$ cat src/sv/wcht_pkg.sv
`timescale 1ns / 1ps
`default_nettype none

package wcht_pkg;

  // Fixed field widths of the stream words.
  localparam int OP_W        = 2;
  localparam int KEY_W       = 64;
  localparam int LEN_W       = 4;
  localparam int STATUS_W    = 2;
  localparam int SLOT_W      = 8;
  localparam int OCC_W       = 16;
  localparam int IN_TDATA_W  = 72;
  localparam int OUT_TDATA_W = 24;

  // Hash constants: base 31, each byte biased so that 'a' maps to 1.
  localparam int         HASH_BASE  = 31;
  localparam int         CHAR_BIAS  = 96;
  localparam logic [7:0] SPACE_CHAR = 8'h20;

  typedef enum logic [OP_W-1:0] {
    OP_INSERT,
    OP_SEARCH,
    OP_DELETE,
    OP_CLEAR
  } op_t;

  typedef enum logic [STATUS_W-1:0] {
    ST_OK,
    ST_NOT_FOUND,
    ST_FULL,
    ST_EMPTY
  } status_t;

endpackage

`default_nettype wire

$ cat src/sv/wcht_modadd.sv
`timescale 1ns / 1ps
`default_nettype none

// Three-operand adder modulo the table size. All operands are below the
// modulus, so the sum is below three times it and one of two subtractions
// brings it back into range.
module wcht_modadd #(
  parameter int TABLE_SIZE = 256,
  localparam int IW = $clog2(TABLE_SIZE)
) (
  input  logic [IW-1:0] a,
  input  logic [IW-1:0] b,
  input  logic [IW-1:0] c,
  output logic [IW-1:0] y
);

  localparam logic [IW+1:0] MOD1 = (IW+2)'(TABLE_SIZE);
  localparam logic [IW+1:0] MOD2 = (IW+2)'(2 * TABLE_SIZE);

  logic [IW+1:0] sum;

  always_comb begin
    sum = (IW+2)'(a) + (IW+2)'(b) + (IW+2)'(c);
    priority if (sum >= MOD2) begin
      y = IW'(sum - MOD2);
    end else if (sum >= MOD1) begin
      y = IW'(sum - MOD1);
    end else begin
      y = IW'(sum);
    end
  end

endmodule

`default_nettype wire

$ cat src/sv/wcht_hash.sv
`timescale 1ns / 1ps
`default_nettype none

// Home slot sequencer. Each non-space byte is multiplied by its power of 31
// bit-serially (MSB first, doubling through the shared modular adder), then
// folded into the running hash together with the constant for the -96 bias.
module wcht_hash
  import wcht_pkg::*;
#(
  parameter int TABLE_SIZE = 256,
  parameter int KEY_BYTES  = 8,
  localparam int IW = $clog2(TABLE_SIZE),
  localparam int KW = KEY_BYTES * 8
) (
  input  logic             clk,
  input  logic             rst_n,
  input  logic             start,
  input  logic [KW-1:0]    key,
  input  logic [LEN_W-1:0] key_len,
  output logic             done,
  output logic [IW-1:0]    home
);

  localparam int CNT_W = $clog2(KEY_BYTES + 1);
  localparam int IDX_W = (KEY_BYTES > 1) ? $clog2(KEY_BYTES) : 1;

  typedef enum logic [1:0] {
    H_IDLE,
    H_BYTE,
    H_BIT,
    H_FOLD
  } hstate_t;

  hstate_t          state_r;
  logic [KW-1:0]    key_r;
  logic [LEN_W-1:0] len_r;
  logic [CNT_W-1:0] byte_r;
  logic [CNT_W-1:0] term_r;
  logic [2:0]       bit_r;
  logic [IW-1:0]    acc_r;
  logic [IW-1:0]    hash_r;
  logic             done_r;

  logic [IW-1:0] pw_tbl [KEY_BYTES];
  logic [IW-1:0] bias_tbl [KEY_BYTES];
  logic [7:0]    cur_byte;
  logic [IW-1:0] add_a;
  logic [IW-1:0] add_b;
  logic [IW-1:0] add_c;
  logic [IW-1:0] add_y;

  // Powers of 31 and the matching bias terms, both reduced modulo the table
  // size at elaboration.
  for (genvar g = 0; g < KEY_BYTES; g++) begin : g_tbl
    localparam longint unsigned PWJ  = (longint'(HASH_BASE) ** g) % TABLE_SIZE;
    localparam longint unsigned BIAS =
      (TABLE_SIZE - (CHAR_BIAS * PWJ) % TABLE_SIZE) % TABLE_SIZE;
    assign pw_tbl[g]   = IW'(PWJ);
    assign bias_tbl[g] = IW'(BIAS);
  end

  assign cur_byte = key_r[byte_r[IDX_W-1:0]*8 +: 8];

  always_comb begin
    if (state_r == H_FOLD) begin
      add_a = hash_r;
      add_b = acc_r;
      add_c = bias_tbl[term_r[IDX_W-1:0]];
    end else begin
      add_a = acc_r;
      add_b = acc_r;
      add_c = cur_byte[bit_r] ? pw_tbl[term_r[IDX_W-1:0]] : '0;
    end
  end

  wcht_modadd #(
    .TABLE_SIZE(TABLE_SIZE)
  ) u_modadd (
    .a(add_a),
    .b(add_b),
    .c(add_c),
    .y(add_y)
  );

  always_ff @(posedge clk) begin
    if (!rst_n) begin
      state_r <= H_IDLE;
      done_r  <= 1'b0;
    end else begin
      done_r <= (state_r == H_BYTE) && (LEN_W'(byte_r) == len_r);
      unique case (state_r)
        H_IDLE: begin
          if (start) begin
            key_r   <= key;
            len_r   <= key_len;
            byte_r  <= '0;
            term_r  <= '0;
            hash_r  <= '0;
            state_r <= H_BYTE;
          end
        end
        H_BYTE: begin
          priority if (LEN_W'(byte_r) == len_r) begin
            state_r <= H_IDLE;
          end else if (cur_byte == SPACE_CHAR) begin
            byte_r <= byte_r + CNT_W'(1);
          end else begin
            acc_r   <= '0;
            bit_r   <= 3'd7;
            state_r <= H_BIT;
          end
        end
        H_BIT: begin
          acc_r <= add_y;
          if (bit_r == 3'd0) begin
            state_r <= H_FOLD;
          end else begin
            bit_r <= bit_r - 3'd1;
          end
        end
        H_FOLD: begin
          hash_r  <= add_y;
          byte_r  <= byte_r + CNT_W'(1);
          term_r  <= term_r + CNT_W'(1);
          state_r <= H_BYTE;
        end
        default: state_r <= H_IDLE;
      endcase
    end
  end

  assign done = done_r;
  assign home = hash_r;

endmodule

`default_nettype wire

$ cat config.mk
export PLATFORM = sky130hd
export DESIGN_NAME = wcht_hash
export DESIGN_NICKNAME = d
export VERILOG_FILES = /design/src/sv/wcht_pkg.sv /design/src/sv/wcht_modadd.sv /design/src/sv/wcht_hash.sv
export SDC_FILE = /design/constraint.sdc
export NUM_CORES = 1
export LEC_CHECK = 0
export BUFFER_PORTS_ARGS = -buffer_cell sky130_fd_sc_hd__buf_2
export CAP_MARGIN = 20
export CORE_UTILIZATION = 56
export DETAILED_ROUTE_END_ITERATION = 7
export GPL_TIMING_DRIVEN = 0
export PLACE_DENSITY_LB_ADDON = 0.1
export SLEW_MARGIN = 20
export SYNTH_ARGS = -nofsm -noshare
export SYNTH_HDL_FRONTEND = slang
export SYNTH_HIERARCHICAL = 1
export SYNTH_SLANG_ARGS = --single-unit
$ cat constraint.sdc
create_clock -name clk -period 5.6 [get_ports clk]
set_input_delay 1.12 -clock clk [delete_from_list [all_inputs] [get_ports clk]]
set_output_delay 1.12 -clock clk [all_outputs]
set_load 0.02 [all_outputs]
; Yosys cells after proc, flatten, opt, wreduce, memory -nomap -nowiden
; Memories as Yosys holds them, arrays and structs flattened.
; Index checks and enable logic that the tools add are counted.
; W data, S select, Z words.
[word_totals]
input_bits = 71
romBits = 128
ff_bits = 98
elab_cells = 78
out_inout_bits = 9
memories = 2
[memory_table]
columns = memory, words, width, read_ports, rd_clocked_by_memory_dff, write_ports, line
row1 = (name not given), 8, 8, 1, 0, 0, wcht_hash.sv:72  ; add_c = cur_byte[bit_r] ? pw_tbl[term_r[IDX_W-1:0]] : '0;
row2 = (name not given), 8, 8, 1, 0, 0, wcht_hash.sv:68  ; add_c = bias_tbl[term_r[IDX_W-1:0]];
[classes]
addsub = 7
shift = 1
magnitude_cmp = 4
n_eq_ne = 12
n_mux = 30
reduce_logical = 12
bitwise_logic = 1
[op_table]
columns = cell, count
row1 = $mux W8, 12
row2 = $shiftx A64 B7 Y8, 1
row3 = $pmux W8 S2, 2
row4 = $sub A8 B1 Y8 const B, 2
row5 = $mux W4, 3
row6 = $pmux W4 S3, 1
row7 = $add A9 B8 Y10, 1
row8 = $ge A10 B10 Y1 const B, 1
row9 = $ge A10 B9 Y1 const B, 1
row10 = $ne A2 B2 Y1 const B, 5
row11 = $reduce_and A5 Y1, 2
row12 = $add A8 B8 Y9, 1
row13 = $mux W3, 3
row14 = $reduce_and A3 Y1, 3
row15 = $add A4 B1 Y4 const B, 2
row16 = $eq A8 B6 Y1 const B, 1
row17 = $mux W2, 4
row18 = $pmux W2 S4, 1
row19 = $pmux W4 S2, 1
row20 = $pmux W3 S2, 1
row21 = $eq A2 B2 Y1 const B, 2
row22 = $eq A4 B4 Y1, 1
row23 = $ge A4 B4 Y1 const B, 1
row24 = $lt A3 B4 Y1 const B, 1
row25 = 13 further kinds, 14

; Longest topological paths before layout
; Gate-level depths: netlist (run 1).
[logic_depth]
depth_word = 11
mapped_depth = 18

; By module
; Netlist (run 1), hierarchy kept.
[modules_own_cells]
columns = module, area_per_inst_um2, instances, cells_each, seq_area_each_um2
row1 = wcht_hash, 4297.9, 1, 262, 2882.8
row2 = wcht_modadd, 431.7, 1, 46, 0.0

; Worst setup path before layout (run 1)
; OpenSTA, ideal clock, no wires.
[synth_timing]
path_kind = register -> register
start = register byte_r[2]
end = register acc_r[7], data pin
setup_slack_ns = 1.401
arrival_ns = 3.945
required_time_ns = 5.345
path_buffers = 2
synth_period_minus_slack_ns = 4.199
stages_incl_launch_ff = 18
setup_time_ns = 0.255
path_cell_list = edfxtp_1 buf_2 buf_2 mux2_2 mux4_2 and3_1 nor4_1 o32ai_1 and2_1 fa_1 ha_1 inv_1 fa_1 nor2b_4 o31a_1 o22ai_2 xnor2_1 and2_1
[synth_via]
elab_chain_cells = 10
elab_cells_between_ends = 13
classes_between = add/sub: 3 / order compare: 2 / shift: 1 / mux: 7
[synth_rtl]
columns = item, line
row1 = from (decl), wcht_hash.sv:37  ; logic [CNT_W-1:0] byte_r;
row2 = from (signal assigned), wcht_hash.sv:106  ; byte_r <= byte_r + CNT_W'(1);
row3 = from (signal assigned), wcht_hash.sv:123  ; byte_r <= byte_r + CNT_W'(1);
row4 = $shiftx A64 B7 Y8 *, wcht_hash.sv:62  ; assign cur_byte = key_r[byte_r[IDX_W-1:0]*8 +: 8];
row5 = $bmux W1 S3 *, wcht_hash.sv:72
row6 = $mux W1 (not written as such) *, wcht_hash.sv:72
row7 = $mux W8 *, wcht_hash.sv:72
row8 = $mux W8 *, wcht_hash.sv:65  ; if (state_r == H_FOLD) begin
row9 = net add_c[0], wcht_hash.sv:49  ; logic [IW-1:0] add_c;
row10 = $add A9 B8 Y10 *, wcht_modadd.sv:23  ; sum = (IW+2)'(a) + (IW+2)'(b) + (IW+2)'(c);
row11 = $sub A8 B1 Y8 / $ge A10 B9 Y1 (equally long branches), "wcht_modadd.sv:25, wcht_modadd.sv:27, wcht_modadd.sv:26"
row12 = $mux W8, wcht_modadd.sv:26  ; end else if (sum >= MOD1) begin
row13 = $mux W8 *, wcht_modadd.sv:24  ; priority if (sum >= MOD2) begin
row14 = net add_y[7], wcht_hash.sv:50  ; logic [IW-1:0] add_y;
row15 = $pmux W8 S2 *, wcht_hash.sv:91  ; unique case (state_r)
row16 = to (signal assigned), wcht_hash.sv:114  ; acc_r <= add_y;
row17 = to (decl), wcht_hash.sv:40  ; logic [IW-1:0] acc_r;
; Mark *: on every way through the listed nets, which the timed path passes. The rest lies on a longest branch. The select of a mux whose other input is x is not followed.
; A chain may end at the register's enable or synchronous reset.

; Worst setup path after layout (run 1)
; Same ends and word-level chain as after synthesis.

==> results.sh, run 1 <==
export IMPL_syn2layout_area_growth_pct=15.8
export IMPL_synth_main_ff_cell="edfxtp_1"
export IMPL_drv_cap=0
export IMPL_cts_buffers=9
export IMPL_synth_nets=404
export IMPL_finClkSkew_ns=0.0111
export IMPL_hold_ws_ns=0.564
export IMPL_relSlewSlack_pct=36.2
export IMPL_dr_total_vias=2703
export IMPL_synth_top_area_share_pct=59.7
export IMPL_critPathMaxFanout=10
export IMPL_timing_setup_tns_ns=0
export IMPL_root_buffer="clkbuf_8"
export IMPL_clkSlewWorstSetupHoldPaths_ns=0.09
export IMPL_peakVddDrop_mv=0.242
export IMPL_synth_edf_count=94
export IMPL_cp_start_kind="flop"
export IMPL_p_leak_nw=2.14
export IMPL_powerDensity_mw_per_mm2=320
export IMPL_crit_type="reg -> reg"
export IMPL_globalRouteOverflowTotal=0
export IMPL_hold_path_depth=2
export IMPL_post_route_cell_area_mm2=0.00548
export IMPL_grt_pass1_vias=2610
export IMPL_hp_class="reg -> reg"
export IMPL_place_worst_setup_slack_ns=0.856
export IMPL_wire_per_inst_um=15.2
export IMPL_drt_pre_antenna_iters=5
export IMPL_hold_viol=0
export IMPL_setup_ws_ns=0.814
export IMPL_worst_pin_slew_ns=0.953
export IMPL_die_area_mm2=0.00882
export IMPL_finalNetCount=494
export IMPL_synth_common_cells="edfxtp_1 (94), and2_1 (18), ha_1 (17)"
export IMPL_drive_gt1_share_pct=29.6
export IMPL_grt_use_total_pct=18.6
export IMPL_synth_cell_types=46
export IMPL_hpwl_um=5660
export IMPL_ctsHoldBuffers=0
export IMPL_setup_viol=0
export IMPL_end_kind="flop"
export IMPL_grt_max_degree=63
export IMPL_yosysMostFrequentCell="edfxtp_1"
export IMPL_die_h_um=93.9
export IMPL_critical_path_max_stage_delay_ns=0.64
export IMPL_num_antenna_cells=0
export IMPL_cts_resized=0
export IMPL_syn_area_mm2=0.00473
export IMPL_rsz0062_at_grt="false"
export IMPL_cp_required_ns=5.71
export IMPL_synthCells=308
export IMPL_drt_iter0_drc=110
export IMPL_htreeDepth=3
export IMPL_io_pins=80
export IMPL_via_per_inst=5.33
export IMPL_crit_slowest_cell="o32ai_1"
export IMPL_yosys_register_bits=97
export IMPL_yosysWarnings=6
export IMPL_io_buffers=78
export IMPL_reg2regPathDepth=17
export IMPL_dpl_cell_area_mm2=0.00528
export IMPL_num_rows=33
export IMPL_clkSinkCount=97
export IMPL_fmax_mhz=209
export IMPL_timing_final_crit_share_pct=85.5
export IMPL_route_antenna_remaining_nets=0
export IMPL_drv_slew=0
export IMPL_start_util_pct=57.9
export IMPL_core_mm2=0.00818
export IMPL_synthTopCellsByArea="edfxtp_1 (60%), mux4_1 (5.0%), ha_1 (4.5%)"
export IMPL_power_mw=1.75
export IMPL_die_x_um=93.9
export IMPL_antenna_found_initial=0
export IMPL_clockBufferDepth=2
export IMPL_synth_async_sr_flop_share_pct=0
export IMPL_gp_congestion=0.841
export IMPL_arrival_ns=4.90
export IMPL_crit_chain="buf_2 -> buf_2 -> mux2i_1 -> mux4_1 -> mux2i_1 -> nor2_1 -> o32ai_1 -> and2_1 -> fa_1 -> ha_1 -> inv_1 -> fa_1 -> nor2b_4 -> o31a_1 -> o22ai_2 -> xnor2_1 -> and2_1"
export IMPL_post_cts_buffers=0
export IMPL_post_route_min_period_ns=4.79
export IMPL_synth_top_area_cell="edfxtp_1"
export IMPL_status="finished clean"
export IMPL_drc=0
export IMPL_grt_pass1_wl_um=12000
export IMPL_cts_tree="done"
export IMPL_drt_wl_total_um=7710
export IMPL_avgSynthCellArea_um2=15.4
export IMPL_insertion_delay_ns=0.35
export IMPL_yosysSeqAreaShare_pct=61.0
-- routing by layer --
metal  vias up  global-route usage [%]  share of wire (%)
met4         0                    6.54                1.5
met2        72                    31.2                 50
met5         -                       0                  0
met1      1280                    23.5                 45
li1       1341                       -                  -
met3        10                    4.61                4.0
-- registers in the layout, indices dropped and copies added (netlist names) --
signal / flops
state_r: 2
bit_r: 3
key_r: 64
home: 8
len_r: 4
term_r: 3
byte_r: 4
acc_r: 8
done: 1
-- layout make-up --
class,count,area [um^2]
well taps,105,131
clock inverters,6,67.6
clock buffers,9,124
repair buffers,79,418
plain buffers,11,52.6
inverters,17,63.8
flip-flops and latches,97,2880
fillers,595,2700
multi-input cells,183,1740
-- where the power goes --
part | switching [mW] | internal (mW)
logic | 0.225 | 0.192
registers | 0.0240 | 0.868
clock network | 0.237 | 0.206
total | 0.485 | 1.27
-- stage by stage --
step                      util [%]  instances
after global placement        64.2        491
after CTS                     67.0        507
after floorplan                  -        308
after global routing          67.0        507
after detailed placement      64.6        492
final                         67.0        507
-- worst max-delay path: cells and delay by family, from the launching register on --
kind	cells	cell delay (ns)
compound gates	3	1.04
xor+xnor	1	0.10
fa+ha+maj	3	0.97
buf+inv	3	0.61
flops	1	0.32
mux	3	0.84
simple gates	4	0.68
-- cells by family (layout without fill, tap and decap cells) --
logic type,Yosys count,in the layout,synth area share (%)
DFF,97,97,61.0
buffers and inverters,28,122,2.46
xor gates and xnor gates,15,15,2.78
AOI/OAI and AO/OA,26,26,4.07
adders and majority gates,25,25,7.88
and+or+nand+nor,76,76,8.92
muxes,41,41,12.9
-- path summary, 6_finish.rpt --
check	startpoint	end	slack (ns)
setup reg to reg	byte_r[2]	acc_r[7]	0.81
hold reg to reg	state_r[1]	state_r[1]	0.56
setup / recovery	byte_r[2]	acc_r[7]	0.81
hold / removal	state_r[1]	state_r[1]	0.56
-- cells in the final DEF, fill, tap and decap left out, drive strengths merged, types with 2 or more instances in the layout --
cell type,n
edfxtp,94
dfxtp,3
nand2b,5
clkinv,4
nor4,2
o31a,2
nor3,8
and2,18
buf,85
inv,17
clkbuf,14
nor2b,6
nand2,12
a21o,2
nor2,12
nand3,5
a21oi,6
xnor2,8
o211ai,2
mux2,14
fa,8
o32ai,2
o21ai,3
ha,17
and3,3
mux2i,15
mux4,12
xor2,7
Note: power is estimated with default switching activity, not from simulation.
==> run 2: changes to the inputs <==
--- a/config.mk
+++ b/config.mk
@@ -10,7 +10,8 @@
 export CORE_UTILIZATION = 56
 export DETAILED_ROUTE_END_ITERATION = 7
 export GPL_TIMING_DRIVEN = 0
-export PLACE_DENSITY_LB_ADDON = 0.1
+export PLACE_DENSITY = 0.8
+export REMOVE_ABC_BUFFERS = 1
 export SLEW_MARGIN = 20
 export SYNTH_ARGS = -nofsm -noshare
 export SYNTH_HDL_FRONTEND = slang
==> run 2 against run 1 <==
Net effect:
- wire length rose by 0.96%
- sequential share of layout area grew 0.13 points
- global-route usage rose by 1.7 points
- sequential power grew 2%
- worst hold slack gained 0.011 ns
- register-to-register slack got worse by 0.19 ns
- via count is 0.92% lower
==> results.sh, run 2 (same netlist as run 1, synthesis figures left out) <==
export IMPL_grt_pass1_vias=2948
export IMPL_fmax_mhz=201
export IMPL_drt_pre_antenna_iters=4
export IMPL_drt_wl_total_um=7780
export IMPL_drive_gt1_share_pct=29.9
export IMPL_holdPathEnd="state_r[1]"
export IMPL_cts_buffers=9
export IMPL_p_leak_nw=2.14
export IMPL_die_h_um=93.9
export IMPL_regArea_mm2=0.00288
export IMPL_dp_cells=483
export IMPL_worst_pin_slew_ns=1.04
export IMPL_htreeDepth=3
export IMPL_clkSlewWorstSetupHoldPaths_ns=0.10
export IMPL_reg2reg_from="byte_r[0]"
export IMPL_num_rows=33
export IMPL_post_route_min_period_ns=4.98
export IMPL_fillers=603
export IMPL_cts_resized=0
export IMPL_die_x_um=93.9
export IMPL_layout_commonest_cell="edfxtp_1"
export IMPL_io_pins=80
export IMPL_gp_congestion=0.836
export IMPL_r2r_end="acc_r[7]"
export IMPL_hpwl_um=5580
export IMPL_core_mm2=0.00818
export IMPL_drt_iter0_drc=172
export IMPL_hold_viol=0
export IMPL_hp_class="reg -> reg"
export IMPL_num_antenna_cells=0
export IMPL_via_per_inst=5.37
export IMPL_route_antenna_remaining_nets=0
export IMPL_arrival_ns=5.09
export IMPL_finClkSkew_ns=0.0125
export IMPL_grt_pass1_wl_um=13200
export IMPL_rsz0062_at_grt="false"
export IMPL_reg2reg_slack_ns=0.62
export IMPL_drc=0
export IMPL_final_cell_mix="edfxtp_1 (94), buf_2 (79), and2_1 (18), ha_1 (17), inv_1 (16)"
export IMPL_cp_required_ns=5.71
export IMPL_instances_no_fill=499
export IMPL_timing_final_crit_share_pct=88.9
export IMPL_powerDensity_mw_per_mm2=328
export IMPL_globalRouteOverflowTotal=0
export IMPL_finalNetCount=485
export IMPL_largest_reg_flops=64
export IMPL_timing_setup_tns_ns=0
export IMPL_io_buffers=79
export IMPL_cp_start_kind="flop"
export IMPL_antenna_found_initial=0
export IMPL_multi_input_area_mm2=0.00174
export IMPL_die_area_mm2=0.00882
export IMPL_ctsHoldBuffers=0
export IMPL_cts_tree="done"
export IMPL_reg2regPathDepth=15
export IMPL_post_cts_buffers=0
export IMPL_drv_cap=0
export IMPL_start_util_pct=57.9
export IMPL_insertion_delay_ns=0.36
export IMPL_syn2layout_area_growth_pct=15.5
export IMPL_dr_total_vias=2678
export IMPL_peakVddDrop_mv=0.230
export IMPL_grt_max_degree=49
export IMPL_critPathMaxFanout=22
export IMPL_hold_path_depth=2
export IMPL_root_buffer="clkbuf_8"
export IMPL_setup_viol=0
export IMPL_regMostFlops="key_r"
export IMPL_drv_slew=0
export IMPL_relSlewSlack_pct=30.2
export IMPL_wire_per_inst_um=15.6
export IMPL_clockBufferDepth=2
export IMPL_status="finished clean"
export IMPL_final_core_util_pct=66.8
export IMPL_end_kind="flop"
export IMPL_crit_type="reg -> reg"
export IMPL_clkSinkCount=97
export IMPL_grt_use_total_pct=20.3
export IMPL_min_from="state_r[1]"
run 2: cell count changes in the layout (fill, tap and decap cells not counted), moves of 2 or more:
cell	previous run	this run
clkbuf_1	5	1
clkinv_4	2	0
buf_2	81	79
buf_1	2	0
run 2: report_power, final:
part           leakage [nW]  switching [mW]  internal [mW]
logic                  1.14           0.203          0.188
registers             0.894          0.0425          0.868
clock network         0.107           0.238          0.254
run 2: layout make-up:
type / instances / area share (%)
Sequential cell: 97 / 52.8
Multi-Input combinational cell: 183 / 31.8
Timing Repair Buffer: 81 / 7.88
Tap cell: 105 / 2.41
Clock buffer: 10 / 2.34
Clock inverter: 6 / 1.65
Inverter: 17 / 1.17
run 2: how the worst max path moves through the flow:
stage | cells after the start | from | endpoint
after floorplan | 15 | byte_r[2] | home[7]
after global placement | 15 | byte_r[2] | home[7]
after detailed placement | 15 | byte_r[0] | acc_r[7]
after CTS | 15 | byte_r[0] | acc_r[7]
after global routing | 15 | byte_r[0] | acc_r[7]
final | 15 | byte_r[0] | acc_r[7]
run 2: worst max-delay path, cell delays in order, from the launching register on:
cell and delay [ns]:
edfxtp_1 0.99, mux4_1 0.65, mux2i_1 0.27, nor3_1 0.08
nor4_1 0.32, o32ai_1 0.22, and2_1 0.30, fa_1 0.53
ha_1 0.18, inv_1 0.06, fa_1 0.44, nor2b_4 0.14
o31a_1 0.15, o22ai_2 0.10, xnor2_1 0.14, and2_1 0.17
run 2: through the flow:
stage | setup WS, ns | instance area (um^2) | power [mW] | hold slack (ns)
4_1_cts | 0.579 | 5460 | 1.81 | 0.576
3_3_place_gp | 0.481 | 5200 | 1.30 | 0.536
3_5_place_dp | 0.636 | 5240 | 1.32 | 0.562
6_report | 0.623 | 5460 | 1.79 | 0.575
5_1_grt | 0.304 | 5460 | 1.88 | 0.604
2_1_floorplan | 1.10 | 4680 | 1.21 | 0.518
run 2: per-layer routing:
metal / wire length, um / global-route usage [%] / vias up
met5: 0 / 0 / -
met2: 4030 / 36.2 / 72
met4: 161 / 9.23 / 0
met1: 3280 / 23.7 / 1269
li1: - / - / 1323
met3: 311 / 3.72 / 14
==> run 3: changes to the inputs <==
--- a/config.mk
+++ b/config.mk
@@ -15,5 +15,4 @@
 export SLEW_MARGIN = 20
 export SYNTH_ARGS = -nofsm -noshare
 export SYNTH_HDL_FRONTEND = slang
-export SYNTH_HIERARCHICAL = 1
 export SYNTH_SLANG_ARGS = --single-unit
==> run 3 against run 2 <==
Net effect:
- clock skew increased by 0.0026 ns
- area after synthesis increased by 0.29%
- core utilization grew 0.23 points
- via count grew 8.2%
- worst hold slack lost 0.064 ns
- sequential power barely moved
- sequential share of layout area decreased by 0.44 points
==> results.sh, run 3 <==
export IMPL_status="finished clean"
export IMPL_cts_tree="done"
export IMPL_cp_start_kind="flop"
export IMPL_synth_edf_count=94
export IMPL_p_leak_nw=2.18
export IMPL_final_core_util_pct=67.0
export IMPL_drv_cap=0
export IMPL_post_route_cell_area_mm2=0.00551
export IMPL_drt_pre_antenna_iters=4
export IMPL_min_from="state_r[1]"
export IMPL_clkSlewWorstSetupHoldPaths_ns=0.10
export IMPL_drc=0
export IMPL_io_pins=80
export IMPL_yosys_register_bits=97
export IMPL_timing_setup_tns_ns=0
export IMPL_reg2reg_from="byte_r[0]"
export IMPL_crit_start="byte_r[0]"
export IMPL_grt_pass1_vias=2954
export IMPL_crit_type="reg -> reg"
export IMPL_timing_final_crit_share_pct=93.6
export IMPL_start_util_pct=57.7
export IMPL_insertion_delay_ns=0.35
export IMPL_grt_pass1_wl_um=13300
export IMPL_peakVddDrop_mv=0.254
export IMPL_synth_top_area_share_pct=59.5
export IMPL_drive_gt1_share_pct=27.8
export IMPL_regMostFlops="key_r"
export IMPL_clkSinkCount=97
export IMPL_r2r_end="acc_r[7]"
export IMPL_synth_cell_types=51
export IMPL_reg2reg_slack_ns=0.36
export IMPL_num_antenna_cells=0
export IMPL_syn_area_mm2=0.00474
export IMPL_drv_slew=0
export IMPL_synthTopCellsByArea="edfxtp_1 (60%), mux2i_1 (7.0%), ha_1 (4.5%)"
export IMPL_post_route_min_period_ns=5.24
export IMPL_synth_main_ff_cell="edfxtp_1"
export IMPL_hold_ws_ns=0.511
export IMPL_core_mm2=0.00822
export IMPL_htreeDepth=3
export IMPL_die_h_um=94.0
export IMPL_dpl_cell_area_mm2=0.00527
export IMPL_grt_use_total_pct=20.2
export IMPL_yosysMostFrequentCell="edfxtp_1"
export IMPL_layout_commonest_cell="edfxtp_1"
export IMPL_io_buffers=79
export IMPL_rsz0062_at_grt="false"
export IMPL_gp_congestion=0.773
export IMPL_finClkSkew_ns=0.0151
export IMPL_cp_endpoint="acc_r[7]"
export IMPL_route_antenna_remaining_nets=0
export IMPL_synthCells=329
export IMPL_drt_iter0_drc=196
export IMPL_root_buffer="clkbuf_8"
export IMPL_cp_required_ns=5.83
export IMPL_die_x_um=94.0
export IMPL_hp_class="reg -> reg"
export IMPL_wire_per_inst_um=15.6
export IMPL_die_area_mm2=0.00884
export IMPL_fmax_mhz=191
export IMPL_reg2regPathDepth=18
export IMPL_end_kind="flop"
export IMPL_syn2layout_area_growth_pct=16.1
export IMPL_finalNetCount=515
export IMPL_avgSynthCellArea_um2=14.4
export IMPL_worst_pin_slew_ns=0.911
export IMPL_drt_wl_total_um=8260
export IMPL_setup_viol=0
export IMPL_via_per_inst=5.48
export IMPL_cts_buffers=9
export IMPL_arrival_ns=5.47
export IMPL_grt_max_degree=43
export IMPL_clockBufferDepth=2
export IMPL_yosysSeqAreaShare_pct=60.8
export IMPL_powerDensity_mw_per_mm2=329
export IMPL_final_cell_mix="edfxtp_1 (94), buf_2 (79), mux2i_1 (33), inv_1 (27), ha_1 (17)"
export IMPL_antenna_found_initial=0
export IMPL_fillers=594
export IMPL_dr_total_vias=2898
export IMPL_globalRouteOverflowTotal=0
export IMPL_synth_async_sr_flop_share_pct=0
export IMPL_synth_common_cells="edfxtp_1 (94), mux2i_1 (33), inv_1 (27)"
export IMPL_largest_reg_flops=64
export IMPL_ctsHoldBuffers=0
export IMPL_num_rows=33
export IMPL_relSlewSlack_pct=39.1
export IMPL_hold_viol=0
export IMPL_synth_top_area_cell="edfxtp_1"
export IMPL_critPathMaxFanout=13
export IMPL_hpwl_um=6020
export IMPL_yosysWarnings=0
-- run 3: changes by cell type after synthesis, moves of 7 or more --
cell,previous run,this run
a22oi_1,0,13
inv_1,16,27
mux2_2,14,3
mux2i_1,15,33
mux4_1,9,2
nor3_1,8,1
-- run 3: timing repair --
| item | 4_1_cts | 5_1_grt |
|---|---|---|
| endpoints found under the setup margin | 0 | 2 |
| resized for setup | 0 | 1 |
| buffers inserted | 0 | 6 |
-- run 3: cell type report --
cell class	instances	area (um^2)	share of cell area, %
sequential	97	2880	52.3
multi-input combinational	196	1700	30.9
timing repair buffer	88	503	9.13
tap	105	131	2.39
clock buffer	9	124	2.25
inverter	27	101	1.84
clock inverter	7	65.1	1.18
-- run 3: worst min-delay path by stage --
stage                 end  slack [ns]  cells after the start
6_report       state_r[1]        0.51                      2
5_1_grt        state_r[1]        0.55                      2
4_1_cts        state_r[1]        0.52                      2
3_5_place_dp   state_r[1]        0.50                      2
3_3_place_gp   state_r[1]        0.48                      2
2_1_floorplan  state_r[1]        0.47                      2
-- run 3: cell families (layout without fill, tap and decap cells) --
| kind of cell | after synthesis | after routing | synth area share (%) |
|---|---|---|---|
| adder cells (fa/ha/maj) | 25 | 25 | 7.86 |
| XOR/XNOR | 13 | 13 | 2.40 |
| flip-flops | 97 | 97 | 60.8 |
| AO/OA/AOI/OAI | 48 | 48 | 7.68 |
| AND/OR/NAND/NOR | 70 | 70 | 7.94 |
| multiplexers | 40 | 40 | 9.73 |
| buffers and inverters | 36 | 131 | 3.61 |
-- run 3: metrics by stage --
step                power (mW)  cells  setup WS (ns)
finish                    1.81    529          0.360
global route              1.93    529         0.0445
CTS                       1.82    523         0.0806
detailed placement        1.39    507          0.109
global placement          1.36    504         -0.404
floorplan                 1.26    320          0.326
-- run 3: critical path: stages (launching register included) --
cell and delay, ns:
edfxtp_1 0.46, buf_8 0.19, buf_16 0.16, mux2i_1 0.12, a22oi_1 0.26, a2111oi_0 0.15, or4_4 0.58, nor3_2 0.27
nand2_2 0.19, fa_1 0.53, inv_1 0.04, ha_1 0.21, fa_1 0.42, a211oi_1 0.35, o21a_1 0.20, nor4_1 0.09
or4_1 0.50, or3_1 0.31, nand3_1 0.07
-- run 3: power breakdown --
part           leakage, nW  internal, mW  switching, mW
clock               0.0921         0.170          0.256
sequential           0.894         0.877         0.0328
combinational         1.19         0.211          0.268
total                 2.18          1.26          0.557
-- run 3: metal layers --
| metal | vias to the layer above | track usage [%] | share of wire (%) |
|---|---|---|---|
| li1 | 1402 | - | - |
| met1 | 1392 | 23.7 | 41 |
| met2 | 94 | 36.2 | 53 |
| met3 | 10 | 5.34 | 4.7 |
| met4 | 0 | 6.28 | 1.1 |
| met5 | - | 0 | 0 |
